[config.mk]
export PLATFORM = sky130hd
export DESIGN_NAME = lcb_chan
export DESIGN_NICKNAME = d
export VERILOG_FILES = /design/src/rtl/lcb_pkg.sv /design/src/rtl/lcb_ram.sv /design/src/rtl/lcb_chan.sv
export SDC_FILE = /design/constraint.sdc
export NUM_CORES = 2
export LEC_CHECK = 0
export BUFFER_PORTS_ARGS = -buffer_cell sky130_fd_sc_hd__buf_2
export CORE_MARGIN = 5
export CORE_UTILIZATION = 40
export DETAILED_ROUTE_END_ITERATION = 6
export GPL_TIMING_DRIVEN = 0
export PLACE_DENSITY = 0.56
export SETUP_SLACK_MARGIN = 0.15
export SYNTH_ARGS = -nofsm -noshare
export SYNTH_HDL_FRONTEND = slang
export SYNTH_SLANG_ARGS = --single-unit
[constraint.sdc]
create_clock -name clk -period 49.1 [get_ports clk]
set_clock_uncertainty 0.05 [all_clocks]
set_input_delay 14.73 -clock clk [delete_from_list [all_inputs] [get_ports clk]]
set_output_delay 14.73 -clock clk [all_outputs]
set_load 0.01 [all_outputs]
[src/rtl/lcb_pkg.sv]
// Shared types and constants for the levels, contrast and brightness core.
package lcb_pkg;

	// Register indexes on the configuration port
	localparam logic [2:0] REG_BRIGHTNESS = 3'd0;
	localparam logic [2:0] REG_RED_LOW    = 3'd1;
	localparam logic [2:0] REG_RED_HIGH   = 3'd2;
	localparam logic [2:0] REG_GREEN_LOW  = 3'd3;
	localparam logic [2:0] REG_GREEN_HIGH = 3'd4;
	localparam logic [2:0] REG_BLUE_LOW   = 3'd5;
	localparam logic [2:0] REG_BLUE_HIGH  = 3'd6;

	// Channel value limits
	localparam logic [7:0] PIX_MAX = 8'd255;
	localparam logic [7:0] PIX_MIN = 8'd0;

	// Divider steps per table entry (quotient never exceeds 8 bits)
	localparam logic [2:0] DIV_LAST_STEP = 3'd7;

	// Table fill sequencer state, shared by all channel units
	typedef struct packed {
		logic       active;
		logic [7:0] addr;
		logic [2:0] step;
	} fill_ctl_t;

endpackage

[src/rtl/lcb_ram.sv]
// Generic simple dual-port RAM with a registered read port.
module lcb_ram #(
	parameter int WIDTH = 8,
	parameter int DEPTH = 256
) (
	input  logic                     clk,
	input  logic                     we,
	input  logic [$clog2(DEPTH)-1:0] waddr,
	input  logic [WIDTH-1:0]         wdata,
	input  logic                     re,
	input  logic [$clog2(DEPTH)-1:0] raddr,
	output logic [WIDTH-1:0]         rdata
);

	logic [WIDTH-1:0] mem_q [DEPTH];

	// Write port
	always_ff @(posedge clk) begin
		if (we) begin
			mem_q[waddr] <= wdata;
		end
	end

	// Read port: data holds while re is low
	always_ff @(posedge clk) begin
		if (re) begin
			rdata <= mem_q[raddr];
		end
	end

endmodule

[src/rtl/lcb_chan.sv]
// One color channel: stretch table in RAM, its fill divider and its read port.
module lcb_chan (
	input  logic              clk,
	input  lcb_pkg::fill_ctl_t fill,
	input  logic [7:0]        win_low,
	input  logic [7:0]        win_high,
	input  logic              rd_en,
	input  logic [7:0]        rd_addr,
	output logic [7:0]        rd_data
);
	import lcb_pkg::*;

	logic [15:0] rem_q;
	logic [7:0]  quo_q;

	logic [7:0]  offs;
	logic [7:0]  span;
	logic [15:0] num;
	logic [15:0] rem_cur;
	logic [7:0]  quo_cur;
	logic [2:0]  bit_pos;
	logic [15:0] div_sh;
	logic [16:0] trial;
	logic        fits;
	logic [15:0] rem_nxt;
	logic [7:0]  quo_nxt;
	logic        below;
	logic        above;
	logic        open_win;
	logic [7:0]  entry;
	logic        wr_en;

	// Numerator 255*(v-low) and divisor high-low for the entry being filled
	assign offs = fill.addr - win_low;
	assign span = win_high - win_low;
	assign num  = {offs, 8'd0} - {8'd0, offs};

	// One restoring step per cycle, quotient bit 7 first
	assign bit_pos = DIV_LAST_STEP - fill.step;
	assign rem_cur = (fill.step == 3'd0) ? num : rem_q;
	assign quo_cur = (fill.step == 3'd0) ? 8'd0 : quo_q;
	assign div_sh  = {8'd0, span} << bit_pos;
	assign trial   = {1'b0, rem_cur} - {1'b0, div_sh};
	assign fits    = ~trial[16];
	assign rem_nxt = fits ? trial[15:0] : rem_cur;
	assign quo_nxt = quo_cur | ({7'd0, fits} << bit_pos);

	always_ff @(posedge clk) begin
		if (fill.active) begin
			rem_q <= rem_nxt;
			quo_q <= quo_nxt;
		end
	end

	// Clamp outside the window (below first); inside an empty window the entry is zero
	assign below    = fill.addr < win_low;
	assign above    = fill.addr > win_high;
	assign open_win = win_high > win_low;

	always_comb begin
		priority if (below) begin
			entry = PIX_MIN;
		end else if (above) begin
			entry = PIX_MAX;
		end else if (open_win) begin
			entry = quo_nxt;
		end else begin
			entry = PIX_MIN;
		end
	end

	assign wr_en = fill.active && (fill.step == DIV_LAST_STEP);

	lcb_ram #(
		.WIDTH(8),
		.DEPTH(256)
	) u_lut (
		.clk  (clk),
		.we   (wr_en),
		.waddr(fill.addr),
		.wdata(entry),
		.re   (rd_en),
		.raddr(rd_addr),
		.rdata(rd_data)
	);

endmodule

## Word-level counts from Yosys, hierarchy flattened

Memories as Yosys holds them, arrays and structs flattened. A register that Yosys moved wholly into a read port is not among the register bits.
Cells that the tools add are included.

- $add $sub $neg: 5
- Order comparisons: 3
- Equality and inequality tests: 1
- Shifts and indexed selects: 2
- Mux-type cells: 8
- Bitwise operators: 2
- Reduce and logical (&&, ||, !) cells: 2

Operator list:

| operator | number |
|---|---|
| 16-bit 2-to-1 mux | 2 |
| 8-bit 2-to-1 mux | 4 |
| 16-bit by 16-bit subtractor with 17-bit output | 1 |
| 8-bit > comparator | 2 |
| 8-bit by 3-bit << shifter with 16-bit output | 1 |
| 16-bit by 8-bit subtractor with 16-bit output | 1 |
| 8-bit subtractor | 2 |
| 8-bit < comparator | 1 |
| 8-bit bitwise OR | 1 |
| 1-bit by 3-bit << shifter with 8-bit output | 1 |
| 3-bit == test (second input constant) | 1 |
| 3-bit logical NOT | 1 |
| 3-bit subtractor (first input constant) | 1 |
| 1-bit 2-to-1 mux | 2 |
| 1-bit logical AND | 1 |
| 1-bit NOT | 1 |

- Register bits after elaboration: 24
- Memory bits (writable): 2048
- Bits of input ports: 38
- Output and inout port bits: 8
- Word-level logic and storage cells: 26
- Memories: 1

Memory list:

| name | words | width | rd ports | clocked after Yosys merged registers in | write ports | RTL line | RTL |
|---|---|---|---|---|---|---|---|
| u_lut.mem_q | 256 | 8 | 1 | 1 | 1 | lcb_ram.sv:15 | `logic [WIDTH-1:0] mem_q [DEPTH];` |

## Longest topological paths before layout

- Depth in word-level cells: 10
- Gate-level depth with buffers: 22
- Gate-level depth less buffers: 21

## By module

From an unflattened synthesis, not the netlist that was laid out.

- Cells, all modules: 4192
- Area, all modules: 83352.4 sq um

Modules (own cells, without submodules):

| module | instances | cells an instance | area an instance (sq um) | seq. area each (sq um) |
|---|---|---|---|---|
| lcb_ram | 1 | 3733 | 79636.4 | 61739.2 |
| lcb_chan | 1 | 459 | 3716.1 | 720.7 |

## Least setup slack after synthesis

OpenSTA, ideal clock, no wires.

- Kind: in2reg
- From: input port win_low[1]
- To: memory u_lut.mem_q[0][5] (data pin)
- Library setup time: 1505 ps
- Arrival: 25048 ps
- Required time: 47545 ps
- Slack: 22497 ps
- Stages on the path: 20
- Buffers on the path: 1
- Cells stage by stage: inv_1 > ha_1 > nor2b_1 > o21ai_0 > a21boi_0 > o2111a_1 > or3_1 > a31o_2 > mux2_2 > mux2i_1 > ha_1 > o211ai_1 > nand2_1 > o21ai_1 > o21a_1 > o31ai_1 > a211o_1 > buf_2 > a31oi_1 > o21bai_1

- Word-level cells in the longest chain between the ends: 10
- Elaborated cells between the ends (all ways): 14
- Those cells by class: 4 x add/sub; 2 x order compare; 2 x shift; 4 x mux; 2 x bitwise

Ends and longest elaborated chain:

| element | RTL line | RTL |
|---|---|---|
| from (decl) | lcb_chan.sv:5 | `input logic [7:0] win_low,` |
| 8-bit subtractor | lcb_chan.sv:34 | `assign offs = fill.addr - win_low;` |
| 16-bit by 8-bit subtractor with 16-bit output | lcb_chan.sv:36 | `assign num = {offs, 8'd0} - {8'd0, offs};` |
| 16-bit 2-to-1 mux | lcb_chan.sv:40 | `assign rem_cur = (fill.step == 3'd0) ? num : rem_q;` |
| 16-bit by 16-bit subtractor with 17-bit output | lcb_chan.sv:43 | `assign trial = {1'b0, rem_cur} - {1'b0, div_sh};` |
| 1-bit NOT | lcb_chan.sv:44 | `assign fits = ~trial[16];` |
| 1-bit by 3-bit << shifter with 8-bit output | lcb_chan.sv:46 | `assign quo_nxt = quo_cur \| ({7'd0, fits} << bit_pos);` |
| 8-bit bitwise OR | lcb_chan.sv:46 |  |
| 8-bit 2-to-1 mux | lcb_chan.sv:65 | `end else if (open_win) begin` |
| 8-bit 2-to-1 mux | lcb_chan.sv:63 | `end else if (above) begin` |
| 8-bit 2-to-1 mux (*) | lcb_chan.sv:61 | `priority if (below) begin` |
| net entry[5] | lcb_chan.sv:30 | `logic [7:0] entry;` |
| to (decl) | lcb_ram.sv:15 |  |

Mark *: on every way through the listed nets, which the timed path passes. The rest lies on a longest branch.

## Worst setup path after layout

- From: input port fill[3] in the netlist's numbering
- To: memory u_lut.mem_q[219][6] (data pin)

- Word-level cells in the longest chain between the ends: 10
- Elaborated cells between the ends (all ways): 12
- Those cells by class: 3 x add/sub; 2 x order compare; 1 x shift; 4 x mux; 2 x bitwise

Ends and longest elaborated chain:

| element | RTL line | RTL |
|---|---|---|
| from (decl) | lcb_chan.sv:4 | `input lcb_pkg::fill_ctl_t fill,` |
| 8-bit subtractor | lcb_chan.sv:34 |  |
| 16-bit by 8-bit subtractor with 16-bit output | lcb_chan.sv:36 |  |
| 16-bit 2-to-1 mux | lcb_chan.sv:40 |  |
| 16-bit by 16-bit subtractor with 17-bit output | lcb_chan.sv:43 |  |
| 1-bit NOT | lcb_chan.sv:44 |  |
| 1-bit by 3-bit << shifter with 8-bit output | lcb_chan.sv:46 |  |
| 8-bit bitwise OR | lcb_chan.sv:46 |  |
| 8-bit 2-to-1 mux | lcb_chan.sv:65 |  |
| 8-bit 2-to-1 mux | lcb_chan.sv:63 |  |
| 8-bit 2-to-1 mux (*) | lcb_chan.sv:61 |  |
| net entry[6] | lcb_chan.sv:30 |  |

Marked as above.

==> results by group <==
Floorplan
  – Core Box Area: 0.205 mm2
  – Chip height: 464 um
  – DIE AREA: 0.215 mm2
  – I/O pins: 46
  – Row count: 166
  – Initial core utilization: 0.403
  – Die width: 464 um

Critical path
  – Worst reg2reg setup slack: 43.97 ns
  – Crit. End Element: flop
  – Setup crit start kind: primary input
  – Setup CP Type: in2reg
  – Reg-to-Reg End: u_lut.mem_q[219][6]
  – Worst r2r src: rem_q[0]
  – Largest fanout on the critical path: 46
  – FF-to-FF path depth: 15
  – Worst Setup EP: u_lut.mem_q[219][6]
  – CP Data Arrival Time: 21.41 ns
  – Worst setup path start: fill[3]
  – Crit path required time: 49.71 ns

Place
  – IO Port Bufs: 40
  – DP Wirelength: 146,000 um
  – Final GP Congestion: 0.939
  – Placed cell areas: 0.0870 mm2

Finish
  – FILL cells: 16,900
  – Core Util, Final: 0.457
  – Nets: 4,181
  – Ratio of cells with drive above 1 in the final layout: 0.256
  – Area growth syn-to-layout: 13.6%
  – Final instance area: 0.0938 mm2

Drt
  – Final wirelength: 221,000 um
  – DR vias/cell: 5.80
  – WL/cell: 31.7 um
  – Initial drt markers: 4,609
  – Vias: 40,400
  – DR pass1 iterations: 5
  – DR DRC count: 0
  – Antenna Nets Post-Route: 0

Outcome
  – Outcome: complete, but fails checks
  – Failing checks: capacitance limit, slew limit

GRT
  – Initial antenna violation count: 6
  – Total GRT Usage: 0.204
  – First-pass GRT wire length: 312,000 um
  – Number of global-route vias before repair: 41,000
  – Largest net degree at the start of global routing: 93
  – Total grt overflow: 0

Yosys
  – Synth Area in Adders: 0.00694
  – Xor/xnor cell area share of the yosys netlist: 0.00202
  – Main combinational cell family by area after synthesis: multiplexers
  – Asr flop ratio synth: 0
  – Distinct cells, synth: 72
  – Number of synthesized register bits: 2,080
  – Synth Instances: 3,810
  – Mux contribution to synthesized area: 0.176
  – Cell Area, Synth: 0.0825 mm2
  – Synth warn: 0
  – Synth area leaders: edfxtp_1 76%, mux4_2 17%, nor2_1 1.4%, mux2i_1 0.85%, ha_1 0.62%
  – Post-Syn Area per Cell: 21.7 um2
  – Sequential-to-total area share from yosys stat: 0.757
  – Biggest area consumer among synthesized cells: edfxtp_1
  – EDFF count, synth: 2,080
  – Share of the synthesized area in the top cell type: 0.757
  – Main synth FF type: edfxtp_1
  – Post-synthesis compound-gate area fraction: 0.0174
  – Post-Syn Nets: 3,892
  – Post-Synth Simple-Gate Area: 0.0278

STA
  – Unrepaired setup endpoints after global routing: false
  – Hold Vio Cnt, Final: 0
  – Fin Setup TNS: 0 ns
  – Fin crit period: 20.80 ns
  – Top achievable clock speed: 0.0481 GHz
  – Part of the cycle the worst path needs: 0.424
  – Max Slew Vio Count: 22
  – Setup Viol. Count Final: 0
  – Least-Margin Pin Slew: 1.51 ns
  – Relative slew slack: -0.00880

Clock tree
  – Post-CTS Setup Bufs: 0
  – H-tree depth: 4
  – # resized after CTS: 0
  – Clk_lat worst skew: 0.87 ns
  – Root buffer cell: clkbuf_16
  – Clock transition at path regs: 0.07 ns
  – TritonCTS Buffers: 209
  – Sink Count: 2,080
  – CTS tree: built
  – CTS Hold Bufs: 0
  – Clk buf depth: 3

Pwr
  – Pleak: 30.1 nW
  – Pwr/cell area: 42.4 mW/mm2
  – Worst vdd ir: 0.0312 mV

Min path
  – HP Start: quo_q[7]
  – Worst hold path type: reg2reg

Job
  – Max-cap violations: 2
cells by family after synthesis:
group                    count (synthesis)
XOR/XNOR                                19
buffers and inverters                  231
AND/OR/NAND/NOR                        539
multiplexers                           693
adder cells (fa/ha/maj)                 44
AO/OA/AOI/OAI                          204
flip-flops                            2080
area by class of cell:
class | count | area [um2] | share of cell area
clock inverters | 138 | 1300 | 0.0139
clock buffers | 251 | 5410 | 0.0577
repair buffers | 78 | 1070 | 0.0114
multi-input cells | 1499 | 19100 | 0.204
flip-flops and latches | 2080 | 62500 | 0.666
plain buffers | 199 | 921 | 0.00982
diodes | 4 | 10.0 | 0.000107
inverters | 32 | 120 | 0.00128
well taps | 2688 | 3360 | 0.0359
worst max-delay path, cell delays in order:
cell and delay [ns]:
buf_2 0.11, inv_1 0.21, ha_1 0.19, inv_1 0.05, fa_1 0.40, a21o_1 0.20
a21oi_2 0.18, o21bai_1 0.08, a41o_1 0.23, nor3_1 0.58, nor2b_1 0.20, o31ai_1 0.36
ha_1 0.26, o211ai_1 0.11, nand2_1 0.15, o21ai_1 0.16, o21a_1 0.26, o31ai_1 0.59
a211o_1 0.32, buf_2 0.30, a21oi_1 0.17, o21bai_4 0.69, buf_12 0.31, buf_12 0.24
buf_12 0.24
per-layer routing:
| metal | global-route usage | wire [um] | up-vias |
|---|---|---|---|
| met2 | 0.319 | 104000 | 1533 |
| met4 | 0.0608 | 6990 | 2 |
| met5 | 0 | 13 | - |
| li1 | - | - | 16600 |
| met3 | 0.0412 | 16800 | 301 |
| met1 | 0.290 | 93000 | 21900 |
metrics by stage:
stage / total power (W) / hold WS [ns] / worst slack [ns] / std cells
after detailed placement: 0.00244 / 0.522 / 27.50 / 6576
after global placement: 0.00246 / 0.480 / 12.38 / 6538
after floorplan: 0.00231 / 0.455 / 22.50 / 3810
after global routing: 0.00410 / 0.556 / 27.97 / 6967
final: 0.00397 / 0.540 / 28.30 / 6969
after CTS: 0.00400 / 0.537 / 28.39 / 6965
power breakdown:
| group | switching, W | internal, W |
|---|---|---|
| clock | 0.000692 | 0.000883 |
| combinational | 0.000238 | 0.000133 |
| sequential | 0.00000269 | 0.00203 |
flip-flops by register name, summed over array words and instances, names as in the netlist:
name	flops
quo_q	8
rem_q	16
u_lut.mem_q	2048
u_lut.rdata	8
Yosys cell counts (all sizes together), types with 5 or more instances:
library cell     n
o21bai           5
edfxtp        2080
buf            114
nor2           312
o21a            10
nand3           39
o21ai           22
nor2b           13
nand4            6
or3              8
a21oi           31
mux2i           70
nand2b           7
a211oi          12
o221ai           9
o22ai           41
inv             32
or4             10
ha              41
clkbuf          85
a21o            16
o31ai            7
nand2          101
mux4           608
mux2            15
nor3            22
a22oi           18
xnor2           15
layout by cell type (no fill, tap or decap), drive strengths merged, types with 43 or more instances in the layout:
| cell | Yosys | final |
|---|---|---|
| buf | 114 | 192 |
| clkbuf | 85 | 336 |
| clkinv | 0 | 95 |
| edfxtp | 2080 | 2080 |
| inv | 32 | 43 |
| mux2i | 70 | 70 |
| mux4 | 608 | 608 |
| nand2 | 101 | 101 |
| nor2 | 312 | 312 |
worst min-delay path by stage:
stage	endpoint	slack (ns)	cells past startpoint
after floorplan	quo_q[7]	0.46	2
after global placement	quo_q[7]	0.48	2
after detailed placement	quo_q[7]	0.52	2
after CTS	quo_q[7]	0.54	2
after global routing	quo_q[7]	0.56	2
final	quo_q[7]	0.54	2
No activity file was read; power rests on OpenSTA's default activity.
